[src/design/rvs_pkg.sv]
// Shared types, register indexes and fixed widths of the row variance block.
`default_nettype none

package rvs_pkg;

   // Fixed field widths
   localparam int ROW_LENGTH_BITS = 13;
   localparam int RESULT_BITS     = 31;
   localparam int ROOT_IN_BITS    = 32;   // result width padded to an even count
   localparam int ROOT_BITS       = 16;   // ROOT_IN_BITS / 2
   localparam int CSR_INDEX_BITS  = 2;
   localparam int CSR_DATA_BITS   = 13;

   // Parameter defaults
   localparam int DEFAULT_MAX_ROW_LENGTH = 4096;
   localparam int DEFAULT_SAMPLE_BITS    = 16;

   // Register reset values
   localparam logic                       POPULATION_MODE_RESET = 1'b1;
   localparam logic                       TAKE_ROOT_RESET       = 1'b0;
   localparam logic [ROW_LENGTH_BITS-1:0] ROW_LENGTH_RESET      = 13'd4096;

   localparam logic [RESULT_BITS-1:0] RESULT_MAX = {RESULT_BITS{1'b1}};

   // Register indexes
   localparam logic [CSR_INDEX_BITS-1:0] CSR_POPULATION_MODE = 2'd0;
   localparam logic [CSR_INDEX_BITS-1:0] CSR_TAKE_ROOT       = 2'd1;
   localparam logic [CSR_INDEX_BITS-1:0] CSR_ROW_LENGTH      = 2'd2;

   // Sequencer states
   typedef enum logic [2:0] {
      ST_IDLE,
      ST_MUL_DEN,
      ST_MUL_SQ,
      ST_MUL_SUM,
      ST_DIV_CHK,
      ST_DIV,
      ST_ROOT,
      ST_DONE
   } state_type;

endpackage

`default_nettype wire

[src/design/rvs_if.sv]
// Valid/ready channel interfaces for samples in and row results out.
`default_nettype none

interface rvs_req_if #(
   parameter int SAMPLE_BITS = rvs_pkg::DEFAULT_SAMPLE_BITS
);
   logic                          valid;
   logic                          ready;
   logic signed [SAMPLE_BITS-1:0] sample;

   modport source (output valid, output sample, input ready);
   modport sink   (input valid, input sample, output ready);
endinterface

interface rvs_rsp_if;
   logic                            valid;
   logic                            ready;
   logic [rvs_pkg::RESULT_BITS-1:0] result;
   logic                            undefined;

   modport source (output valid, output result, output undefined, input ready);
   modport sink   (input valid, input result, input undefined, output ready);
endinterface

`default_nettype wire

[src/design/row_variance_stddev.sv]
// Row variance / standard deviation from running sum and sum of squares.
//
//   channel   dir   payload                      handshake
//   req_if    in    sample (signed Q8.8)         valid/ready
//   rsp_if    out   result (31b), undefined (1b) valid/ready
//   csr_*     in    index (2b), data (13b)       write enable only
//
// A sample that does not end a row is accumulated and intake stays open. The last
// sample of a row starts a sequencer on one shared add/subtract unit: the
// multiplies, a quotient overflow check, the restoring divide and the square root
// (when selected), then the load of the output register.
// Reset is synchronous and clears the configuration, control and accumulator registers.
// The output register holds a finished result while the next row streams in;
// a second row end waits in the last state until that register is free.
`default_nettype none

module row_variance_stddev #(
   parameter int MAX_ROW_LENGTH = rvs_pkg::DEFAULT_MAX_ROW_LENGTH,
   parameter int SAMPLE_BITS    = rvs_pkg::DEFAULT_SAMPLE_BITS
) (
   input  wire                                  clock,
   input  wire                                  reset,
   rvs_req_if.sink                              req_if,
   rvs_rsp_if.source                            rsp_if,
   input  wire                                  csr_we,
   input  wire [rvs_pkg::CSR_INDEX_BITS-1:0]    csr_index,
   input  wire [rvs_pkg::CSR_DATA_BITS-1:0]     csr_data
);

   // Derived widths
   localparam int NW    = $clog2(MAX_ROW_LENGTH + 1);       // row length n
   localparam int CW    = $clog2(MAX_ROW_LENGTH);           // samples taken so far
   localparam int SUMW  = SAMPLE_BITS + CW + 1;
   localparam int SQW   = 2 * SAMPLE_BITS - 1 + CW;
   localparam int DENW  = 2 * NW;
   localparam int RESW  = rvs_pkg::RESULT_BITS;
   localparam int RQW   = rvs_pkg::ROOT_IN_BITS;
   localparam int RTW   = rvs_pkg::ROOT_BITS;
   localparam int AW    = (SQW + NW > 2 * SUMW) ? SQW + NW : 2 * SUMW;
   localparam int WW    = (AW > DENW + RESW) ? AW : DENW + RESW;
   localparam int UW    = WW + 1;
   localparam int MPW   = (NW > SUMW) ? NW : SUMW;
   localparam int SMAX  = (MPW > RESW) ? MPW : RESW;
   localparam int STW   = $clog2(SMAX);
   localparam int LBITS = rvs_pkg::ROW_LENGTH_BITS;
   localparam int LW    = (NW > LBITS) ? NW : LBITS;

   localparam logic [STW-1:0] LAST_N   = STW'(NW - 1);
   localparam logic [STW-1:0] LAST_SUM = STW'(SUMW - 1);
   localparam logic [STW-1:0] LAST_DIV = STW'(RESW - 1);
   localparam logic [STW-1:0] LAST_RT  = STW'(RTW - 1);
   localparam logic [LW-1:0]  LEN_MAX  = LW'(MAX_ROW_LENGTH);

   // Configuration registers
   logic                  pop_mode_ff;
   logic                  take_root_ff;
   logic [LBITS-1:0]      row_length_ff;

   // Accumulators
   logic [CW-1:0]         count_ff, count_in;
   logic signed [SUMW-1:0] sum_ff, sum_in;
   logic [SQW-1:0]        sq_ff, sq_in;

   // Sequencer and datapath
   rvs_pkg::state_type    state_ff, state_in;
   logic [NW-1:0]         n_ff, n_in;
   logic [NW-1:0]         d_ff, d_in;
   logic                  undef_ff, undef_in;
   logic [DENW-1:0]       den_ff, den_in;
   logic [UW-1:0]         acc_ff, acc_in;
   logic [WW-1:0]         mcand_ff, mcand_in;
   logic [MPW-1:0]        mplier_ff, mplier_in;
   logic [RESW-1:0]       quot_ff, quot_in;
   logic [RQW-1:0]        rad_ff, rad_in;
   logic [RTW-1:0]        root_ff, root_in;
   logic [STW-1:0]        step_ff, step_in;

   // Output register
   logic                  rsp_valid_ff, rsp_valid_in;
   logic [RESW-1:0]       result_ff, result_in;
   logic                  rsp_undef_ff, rsp_undef_in;

   // Shared unit and helpers
   logic [UW-1:0]         op_a, op_b, alu_sum;
   logic                  alu_sub, alu_ge;
   logic                  req_accept, row_end, out_free, acc_neg, saturate;
   logic                  step_last;
   logic [NW-1:0]         n_next;
   logic [LW-1:0]         len_eff;
   logic [SUMW-1:0]       sum_mag;
   logic [UW-1:0]         rem_shift, trial;
   logic [RESW-1:0]       quot_step;
   logic signed [2*SAMPLE_BITS-1:0] sq_prod;

   // Configuration writes
   always_ff @(posedge clock) begin
      if (reset) begin
         pop_mode_ff   <= rvs_pkg::POPULATION_MODE_RESET;
         take_root_ff  <= rvs_pkg::TAKE_ROOT_RESET;
         row_length_ff <= rvs_pkg::ROW_LENGTH_RESET;
      end else if (csr_we) begin
         case (csr_index)
            rvs_pkg::CSR_POPULATION_MODE: pop_mode_ff   <= csr_data[0];
            rvs_pkg::CSR_TAKE_ROOT:       take_root_ff  <= csr_data[0];
            rvs_pkg::CSR_ROW_LENGTH:      row_length_ff <= csr_data[LBITS-1:0];
            default: ;
         endcase
      end
   end

   // Effective row length and row-end detect
   always_comb begin
      if (row_length_ff == '0) begin
         len_eff = LW'(1);
      end else if (LW'(row_length_ff) > LEN_MAX) begin
         len_eff = LEN_MAX;
      end else begin
         len_eff = LW'(row_length_ff);
      end
   end

   assign n_next     = NW'(count_ff) + NW'(1);
   assign row_end    = LW'(n_next) >= len_eff;
   assign req_accept = req_if.valid && req_if.ready;
   assign out_free   = !rsp_valid_ff || rsp_if.ready;
   assign sq_prod    = req_if.sample * req_if.sample;
   assign sum_mag    = sum_ff[SUMW-1] ? SUMW'(-sum_ff) : SUMW'(sum_ff);
   assign acc_neg    = acc_ff[UW-1];

   // Step counter end per state
   always_comb begin
      case (state_ff)
         rvs_pkg::ST_MUL_DEN: step_last = (step_ff == LAST_N);
         rvs_pkg::ST_MUL_SQ:  step_last = (step_ff == LAST_N);
         rvs_pkg::ST_MUL_SUM: step_last = (step_ff == LAST_SUM);
         rvs_pkg::ST_DIV:     step_last = (step_ff == LAST_DIV);
         rvs_pkg::ST_ROOT:    step_last = (step_ff == LAST_RT);
         default:             step_last = 1'b0;
      endcase
   end

   // Shared add/subtract unit operand select
   assign rem_shift = {acc_ff[UW-3:0], rad_ff[RQW-1 -: 2]};
   assign trial     = UW'({root_ff, 2'b01});

   always_comb begin
      op_a    = acc_ff;
      op_b    = '0;
      alu_sub = 1'b0;
      case (state_ff)
         rvs_pkg::ST_MUL_DEN, rvs_pkg::ST_MUL_SQ: begin
            op_b = mplier_ff[0] ? UW'(mcand_ff) : '0;
         end
         rvs_pkg::ST_MUL_SUM: begin
            op_b    = mplier_ff[0] ? UW'(mcand_ff) : '0;
            alu_sub = 1'b1;
         end
         rvs_pkg::ST_DIV_CHK: begin
            op_b    = UW'(WW'(den_ff) << RESW);
            alu_sub = 1'b1;
         end
         rvs_pkg::ST_DIV: begin
            op_b    = UW'(mcand_ff);
            alu_sub = 1'b1;
         end
         rvs_pkg::ST_ROOT: begin
            op_a    = rem_shift;
            op_b    = trial;
            alu_sub = 1'b1;
         end
         default: ;
      endcase
   end

   assign alu_sum  = op_a + (alu_sub ? ~op_b : op_b) + UW'(alu_sub);
   assign alu_ge   = !alu_sum[UW-1];
   assign saturate = !acc_neg && alu_ge;
   assign quot_step = {quot_ff[RESW-2:0], alu_ge};

   // Next state
   always_comb begin
      state_in = state_ff;
      case (state_ff)
         rvs_pkg::ST_IDLE: begin
            if (req_accept && row_end) begin
               if (!pop_mode_ff && n_next == NW'(1)) state_in = rvs_pkg::ST_DONE;
               else state_in = rvs_pkg::ST_MUL_DEN;
            end
         end
         rvs_pkg::ST_MUL_DEN: begin
            if (step_last) state_in = rvs_pkg::ST_MUL_SQ;
         end
         rvs_pkg::ST_MUL_SQ: begin
            if (step_last) state_in = rvs_pkg::ST_MUL_SUM;
         end
         rvs_pkg::ST_MUL_SUM: begin
            if (step_last) state_in = rvs_pkg::ST_DIV_CHK;
         end
         rvs_pkg::ST_DIV_CHK: begin
            if (!saturate) state_in = rvs_pkg::ST_DIV;
            else if (take_root_ff) state_in = rvs_pkg::ST_ROOT;
            else state_in = rvs_pkg::ST_DONE;
         end
         rvs_pkg::ST_DIV: begin
            if (step_last) state_in = take_root_ff ? rvs_pkg::ST_ROOT : rvs_pkg::ST_DONE;
         end
         rvs_pkg::ST_ROOT: begin
            if (step_last) state_in = rvs_pkg::ST_DONE;
         end
         rvs_pkg::ST_DONE: begin
            if (out_free) state_in = rvs_pkg::ST_IDLE;
         end
         default: state_in = rvs_pkg::ST_IDLE;
      endcase
   end

   // Handshake outputs
   always_comb begin
      req_if.ready     = (state_ff == rvs_pkg::ST_IDLE);
      rsp_if.valid     = rsp_valid_ff;
      rsp_if.result    = result_ff;
      rsp_if.undefined = rsp_undef_ff;
   end

   // Datapath next values
   always_comb begin
      count_in     = count_ff;
      sum_in       = sum_ff;
      sq_in        = sq_ff;
      n_in         = n_ff;
      d_in         = d_ff;
      undef_in     = undef_ff;
      den_in       = den_ff;
      acc_in       = acc_ff;
      mcand_in     = mcand_ff;
      mplier_in    = mplier_ff;
      quot_in      = quot_ff;
      rad_in       = rad_ff;
      root_in      = root_ff;
      step_in      = step_ff;
      rsp_valid_in = rsp_valid_ff;
      result_in    = result_ff;
      rsp_undef_in = rsp_undef_ff;

      // drop the delivered item
      if (rsp_valid_ff && rsp_if.ready) rsp_valid_in = 1'b0;

      case (state_ff)
         rvs_pkg::ST_IDLE: begin
            if (req_accept) begin
               // accumulate the sample
               sum_in   = sum_ff + SUMW'(req_if.sample);
               sq_in    = sq_ff + SQW'(sq_prod[2*SAMPLE_BITS-2:0]);
               count_in = count_ff + CW'(1);
               if (row_end) begin
                  // latch the row and set up den = n * d
                  count_in  = '0;
                  n_in      = n_next;
                  d_in      = pop_mode_ff ? n_next : NW'(count_ff);
                  undef_in  = !pop_mode_ff && n_next == NW'(1);
                  acc_in    = '0;
                  mcand_in  = pop_mode_ff ? WW'(n_next) : WW'(count_ff);
                  mplier_in = MPW'(n_next);
                  step_in   = '0;
               end
            end
         end
         rvs_pkg::ST_MUL_DEN, rvs_pkg::ST_MUL_SQ, rvs_pkg::ST_MUL_SUM: begin
            // one shift-add step (shift-subtract for the square of the sum)
            acc_in    = alu_sum;
            mcand_in  = mcand_ff << 1;
            mplier_in = mplier_ff >> 1;
            step_in   = step_ff + STW'(1);
            if (step_last) begin
               step_in = '0;
               if (state_ff == rvs_pkg::ST_MUL_DEN) begin
                  den_in    = alu_sum[DENW-1:0];
                  acc_in    = '0;
                  mcand_in  = WW'(sq_ff);
                  mplier_in = MPW'(n_ff);
               end else if (state_ff == rvs_pkg::ST_MUL_SQ) begin
                  mcand_in  = WW'(sum_mag);
                  mplier_in = MPW'(sum_mag);
               end
            end
         end
         rvs_pkg::ST_DIV_CHK: begin
            // clamp a negative numerator, test quotient overflow
            if (acc_neg) acc_in = '0;
            step_in  = '0;
            mcand_in = WW'(den_ff) << (RESW - 1);
            if (saturate) begin
               quot_in = rvs_pkg::RESULT_MAX;
               acc_in  = '0;
               rad_in  = RQW'(rvs_pkg::RESULT_MAX);
               root_in = '0;
            end else begin
               quot_in = '0;
            end
         end
         rvs_pkg::ST_DIV: begin
            // one restoring divide step
            if (alu_ge) acc_in = alu_sum;
            quot_in  = quot_step;
            mcand_in = mcand_ff >> 1;
            step_in  = step_ff + STW'(1);
            if (step_last) begin
               step_in = '0;
               acc_in  = '0;
               rad_in  = RQW'(quot_step);
               root_in = '0;
            end
         end
         rvs_pkg::ST_ROOT: begin
            // one digit-by-digit root step
            acc_in  = alu_ge ? alu_sum : rem_shift;
            root_in = {root_ff[RTW-2:0], alu_ge};
            rad_in  = rad_ff << 2;
            step_in = step_ff + STW'(1);
         end
         rvs_pkg::ST_DONE: begin
            // load the output register and clear the row
            if (out_free) begin
               rsp_valid_in = 1'b1;
               rsp_undef_in = undef_ff;
               if (undef_ff) result_in = '0;
               else if (take_root_ff) result_in = RESW'(root_ff);
               else result_in = quot_ff;
               sum_in = '0;
               sq_in  = '0;
            end
         end
         default: ;
      endcase
   end

   // Control registers
   always_ff @(posedge clock) begin
      if (reset) begin
         state_ff     <= rvs_pkg::ST_IDLE;
         count_ff     <= '0;
         sum_ff       <= '0;
         sq_ff        <= '0;
         rsp_valid_ff <= 1'b0;
         step_ff      <= '0;
      end else begin
         state_ff     <= state_in;
         count_ff     <= count_in;
         sum_ff       <= sum_in;
         sq_ff        <= sq_in;
         rsp_valid_ff <= rsp_valid_in;
         step_ff      <= step_in;
      end
   end

   // Payload registers
   always_ff @(posedge clock) begin
      n_ff         <= n_in;
      d_ff         <= d_in;
      undef_ff     <= undef_in;
      den_ff       <= den_in;
      acc_ff       <= acc_in;
      mcand_ff     <= mcand_in;
      mplier_ff    <= mplier_in;
      quot_ff      <= quot_in;
      rad_ff       <= rad_in;
      root_ff      <= root_in;
      result_ff    <= result_in;
      rsp_undef_ff <= rsp_undef_in;
   end

   // A row end stops intake while the sequencer runs
   assert property (@(posedge clock) disable iff (reset)
      (req_accept && row_end) |=> !req_if.ready)
      else $error("intake open after row end");

   // An undefined result carries a zero value
   assert property (@(posedge clock) disable iff (reset)
      (rsp_if.valid && rsp_if.undefined) |-> (rsp_if.result == '0))
      else $error("undefined result not zero");

   // Leaving the last state always presents an item
   assert property (@(posedge clock) disable iff (reset)
      (state_ff == rvs_pkg::ST_DONE && state_in == rvs_pkg::ST_IDLE) |=> rsp_if.valid)
      else $error("finished row produced no item");

   // The divide never runs with a zero divisor
   assert property (@(posedge clock) disable iff (reset)
      (state_ff == rvs_pkg::ST_DIV_CHK) |-> (den_ff != '0 && d_ff != '0))
      else $error("zero divisor reached divide");

endmodule

`default_nettype wire

[src/flat_wrapper.sv]
// flat-port wrapper written by rule: the top's interface ports become plain ports
module row_variance_stddev_flat 
#(
   parameter int MAX_ROW_LENGTH = rvs_pkg::DEFAULT_MAX_ROW_LENGTH,
   parameter int SAMPLE_BITS    = rvs_pkg::DEFAULT_SAMPLE_BITS
)
  (clock, reset, csr_we, csr_index, csr_data, req_if_valid, req_if_sample, req_if_ready, rsp_if_valid, rsp_if_result, rsp_if_undefined, rsp_if_ready);
  rvs_req_if #(.SAMPLE_BITS(SAMPLE_BITS)) req_if_i ();
  rvs_rsp_if rsp_if_i ();
  input  wire clock;
  input  wire reset;
  input  wire csr_we;
  input  wire [rvs_pkg::CSR_INDEX_BITS-1:0] csr_index;
  input  wire [rvs_pkg::CSR_DATA_BITS-1:0] csr_data;
  input wire logic [$bits(req_if_i.valid)-1:0] req_if_valid;
  input wire logic [$bits(req_if_i.sample)-1:0] req_if_sample;
  output wire logic [$bits(req_if_i.ready)-1:0] req_if_ready;
  output wire logic [$bits(rsp_if_i.valid)-1:0] rsp_if_valid;
  output wire logic [$bits(rsp_if_i.result)-1:0] rsp_if_result;
  output wire logic [$bits(rsp_if_i.undefined)-1:0] rsp_if_undefined;
  input wire logic [$bits(rsp_if_i.ready)-1:0] rsp_if_ready;
  assign req_if_i.valid = req_if_valid;
  assign req_if_i.sample = req_if_sample;
  assign req_if_ready = req_if_i.ready;
  assign rsp_if_valid = rsp_if_i.valid;
  assign rsp_if_result = rsp_if_i.result;
  assign rsp_if_undefined = rsp_if_i.undefined;
  assign rsp_if_i.ready = rsp_if_ready;
  row_variance_stddev #(.MAX_ROW_LENGTH(MAX_ROW_LENGTH), .SAMPLE_BITS(SAMPLE_BITS)) u_core (.clock(clock), .reset(reset), .req_if(req_if_i), .rsp_if(rsp_if_i), .csr_we(csr_we), .csr_index(csr_index), .csr_data(csr_data));
endmodule
[config.mk]
export PLATFORM = sky130hd
export DESIGN_NAME = row_variance_stddev_flat
export DESIGN_NICKNAME = d
export VERILOG_FILES = /design/src/design/rvs_pkg.sv /design/src/design/rvs_if.sv /design/src/design/row_variance_stddev.sv /design/src/flat_wrapper.sv
export SDC_FILE = /design/constraint.sdc
export NUM_CORES = 2
export LEC_CHECK = 0
export ABC_AREA = 1
export BUFFER_PORTS_ARGS = -buffer_cell sky130_fd_sc_hd__buf_2
export CAP_MARGIN = 20
export CORE_ASPECT_RATIO = 0.9
export CORE_UTILIZATION = 59
export DETAILED_ROUTE_END_ITERATION = 12
export PLACE_DENSITY = 0.83
export SLEW_MARGIN = 20
export SYNTH_ARGS = -nofsm -noshare
export SYNTH_HDL_FRONTEND = slang
export SYNTH_SLANG_ARGS = --single-unit
[constraint.sdc]
create_clock -name clock -period 7.7 [get_ports clock]
set_input_delay 0.385 -clock clock [delete_from_list [all_inputs] [get_ports clock]]
set_output_delay 0.385 -clock clock [all_outputs]
set_load 0.005 [all_outputs]
==> impl_metrics.py <==
metrics = {
    "synth": {
        "synth_top_family_by_area": "simple AND/OR/NAND/NOR gates",
        "synthesis.area_um2": 37800,
        "yosys_warnings": 0,
        "syn-num-nets": 5605,
        "synth_compound_area_share_pct": 14.3,
        "synth_seq_area_share_pct": 29.3,
        "synthArstFlopShare_pct": 0,
        "synth.most_common_cell": "nand2_1",
        "synth_top_flop_cell": "edfxtp_1",
        "netlist_instances": 5113,
        "synth_area_leaders": "edfxtp_1 24%, nand2_1 13%, fa_1 12%",
        "synth_xor_area_share_pct": 3.23,
        "ys_top_cells_by_count": "1274 x nand2_1, 793 x inv_1, 453 x nor2_1",
        "synth_top_area_share_pct": 23.6,
        "synth_top_area_cell": "edfxtp_1",
        "syn_area_per_cell_um2": 7.40,
        "synth.lib_cells_used.distinct": 57,
        "synth-edff-count": 297,
        "muxShareOfSynthArea_pct": 0,
        "synth_simple_gate_area_share_pct": 23.5,
        "ys_ff_latch": 405,
        "synth_fa_ha_area_share_pct": 19.6,
    },
    "placed_design": {
        "portBuffers": 69,
        "dp_hpwl_mm": 95.6,
        "gp_congestion": 1.04,
        "preCtsSetupSlack_ns": 0.0335,
    },
    "floorplanning": {
        "start_util_pct": 60.0,
        "coreArea_um2": 63000,
        "ioPinCount": 70,
        "die_y_um": 242,
        "die_x_um": 269,
        "row_count": 87,
        "die_area_um2": 65100,
    },
    "sta": {
        "drv_slew": 0,
        "max-slew-margin-rel_pct": 25.0,
        "fin_crit_ns": 7.17,
        "tns_ns": 0,
        "rsz0062_at_grt": "no",
        "final-hold-violation-count": 0,
        "skew_ns": 0.0233,
        "worst_slack_ns": 0.529,
        "finalSetupViolCount": 0,
        "finalCritPeriodShare_pct": 93.1,
        "worst_pin_slew_ns": 1.12,
        "fmax_mhz": 139,
    },
    "clock_network": {
        "clk_path_buf_depth": 3,
        "root_buffer": "clkbuf_16",
        "cts_tree": "done",
        "cts.sinks": 405,
        "insertion_delay_ns": 0.60,
        "cts_buffers": 43,
        "h-tree-depth": 2,
        "clkSlewWorstSetupHoldPaths_ns": 0.06,
    },
    "global_routing": {
        "gr-total-overflow": 0,
        "grt_first_pass_wirelength_mm": 187,
        "grt_start_max_net_pins": 64,
        "grt_pass1_vias": 33400,
        "antenna_found_initial": 2,
        "grtUsageTotal_pct": 37.2,
    },
    "worst_hold_path": {
        "hold_class": "in2reg",
    },
    "setup_path": {
        "cpPeakStageDelay_ns": 0.54,
        "timing_worst_setup_path_type": "in2reg",
        "crit_arrival_ns": 7.67,
        "crit_top_cell": "nand2_1",
        "critPathRequiredTime_ns": 8.20,
        "crit_fanout": 14,
        "startpoint_type": "input pin",
        "crit_path_end_kind": "register",
        "slowest_stage": "fa_1",
    },
    "drt": {
        "detail-route-antenna-nets": 0,
        "num_vias": 35800,
        "drc_errors": 0,
        "firstDrtPassIters": 6,
        "via_per_inst": 5.86,
        "finalWirelength_mm": 121,
        "drtIter0Drc": 4641,
        "wl_per_cell_um": 19.9,
    },
    "finish": {
        "fill_cells": 5485,
        "syn2layout_area_growth_pct": 9.38,
        "nets": 5718,
        "layout-drive-gt1-share_pct": 7.43,
    },
    "status": {
        "status": "complete, no violations",
    },
    "run": {
        "cap_violations": 0,
    },
}
## area by class of cell
| class | count | area (um^2) | share of cell area, % |
|---|---|---|---|
| inverter | 815 | 3070 | 7.41 |
| multi-input combinational | 3724 | 23000 | 55.5 |
| sequential | 405 | 11100 | 26.8 |
| clock inverter | 25 | 308 | 0.744 |
| antenna | 1 | 2.50 | 0.00605 |
| clock buffer | 54 | 1160 | 2.80 |
| timing repair buffer | 237 | 1720 | 4.16 |
| tap | 845 | 1060 | 2.56 |
## final timing paths
| kind | startpoint | end | slack (ns) | depth (start not counted) |
|---|---|---|---|---|
| worst max-delay path | req_if_sample[5] | u_core.sq_ff[36] | 0.53 | 34 |
| worst min-delay path | csr_data[5] | u_core.row_length_ff[5] | 0.02 | 3 |
| worst max register to register | u_core.state_ff[0] | u_core.rad_ff[2] | 1.33 | 23 |
| worst min register to register | u_core.count_ff[5] | u_core.count_ff[5] | 0.48 | 2 |
## cell families after synthesis
| family | after synthesis |
|---|---|
| AND/OR/NAND/NOR | 2152 |
| adder cells (fa/ha/maj) | 456 |
| XOR/XNOR | 137 |
| AO/OA/AOI/OAI | 979 |
| flip-flops | 405 |
| buffers and inverters | 984 |
## worst max-delay path: cells and delay by family
family / cells / cell delay (ns)
compound gates: 7 / 1.28
xor+xnor: 1 / 0.40
fa+ha+maj: 8 / 3.83
buf+inv: 8 / 0.73
simple gates: 10 / 1.01
## sequential cells by signal (all words and copies together), names as in the netlist
name                     cells
u_core.quot_ff              31
u_core.row_length_ff        13
u_core.rsp_if.valid          1
u_core.rsp_if.result        31
u_core.sq_ff                43
u_core.count_ff             12
u_core.acc_ff               59
u_core.undef_ff              1
u_core.sum_ff               29
u_core.den_ff               26
u_core.mplier_ff            29
u_core.rad_ff               32
u_core.root_ff              16
u_core.state_ff              3
u_core.rsp_if.undefined      1
u_core.mcand_ff             58
u_core.pop_mode_ff           1
u_core.n_ff                 13
u_core.step_ff               5
u_core.take_root_ff          1
## stage by stage
stage	hold WS, ns	area, um^2	cells	utilization [%]
after floorplan	0.426	37800	5113	-
after global placement	0.465	39800	6018	63.2
after detailed placement	0.476	39800	6019	63.2
after CTS	0.00462	41400	6105	65.6
after global routing	0.0299	41400	6105	65.6
final	0.0237	41400	6106	65.6
## layout by cell type, fill, tap and decap left out, types with 16 or more instances in the layout
cell	n
o21ai_0	351
o21bai_1	27
a21oi_1	394
nor2_1	449
o211ai_1	39
buf_2	70
a31o_2	19
nand4_1	34
inv_2	16
nor3_1	56
nand2_1	1273
xor2_1	103
clkbuf_16	43
buf_4	152
ha_1	227
xnor2_1	31
a21o_1	16
dfxtp_1	108
edfxtp_1	297
nand3_1	260
fa_1	229
o21ai_1	25
nand3b_1	20
inv_1	793
a31oi_1	37
## what timing repair did
action / CTS / global route
gates resized for setup: 0 / 1
hold endpoints to repair: 7 / 0
setup buffers: 0 / 0
setup endpoints to repair: 0 / 3
hold buffers: 7 / 0
## metal layers
metal,up-vias,share of wire [%],GRT usage (%)
met5,-,0,0
met4,0,2.7,9.66
met3,208,12,7.60
met2,1961,41,52.3
met1,16800,44,57.7
li1,16900,-,-
Power is not shown: default switching activity piles up to over one toggle a cycle in this logic, so the estimate is an artifact.
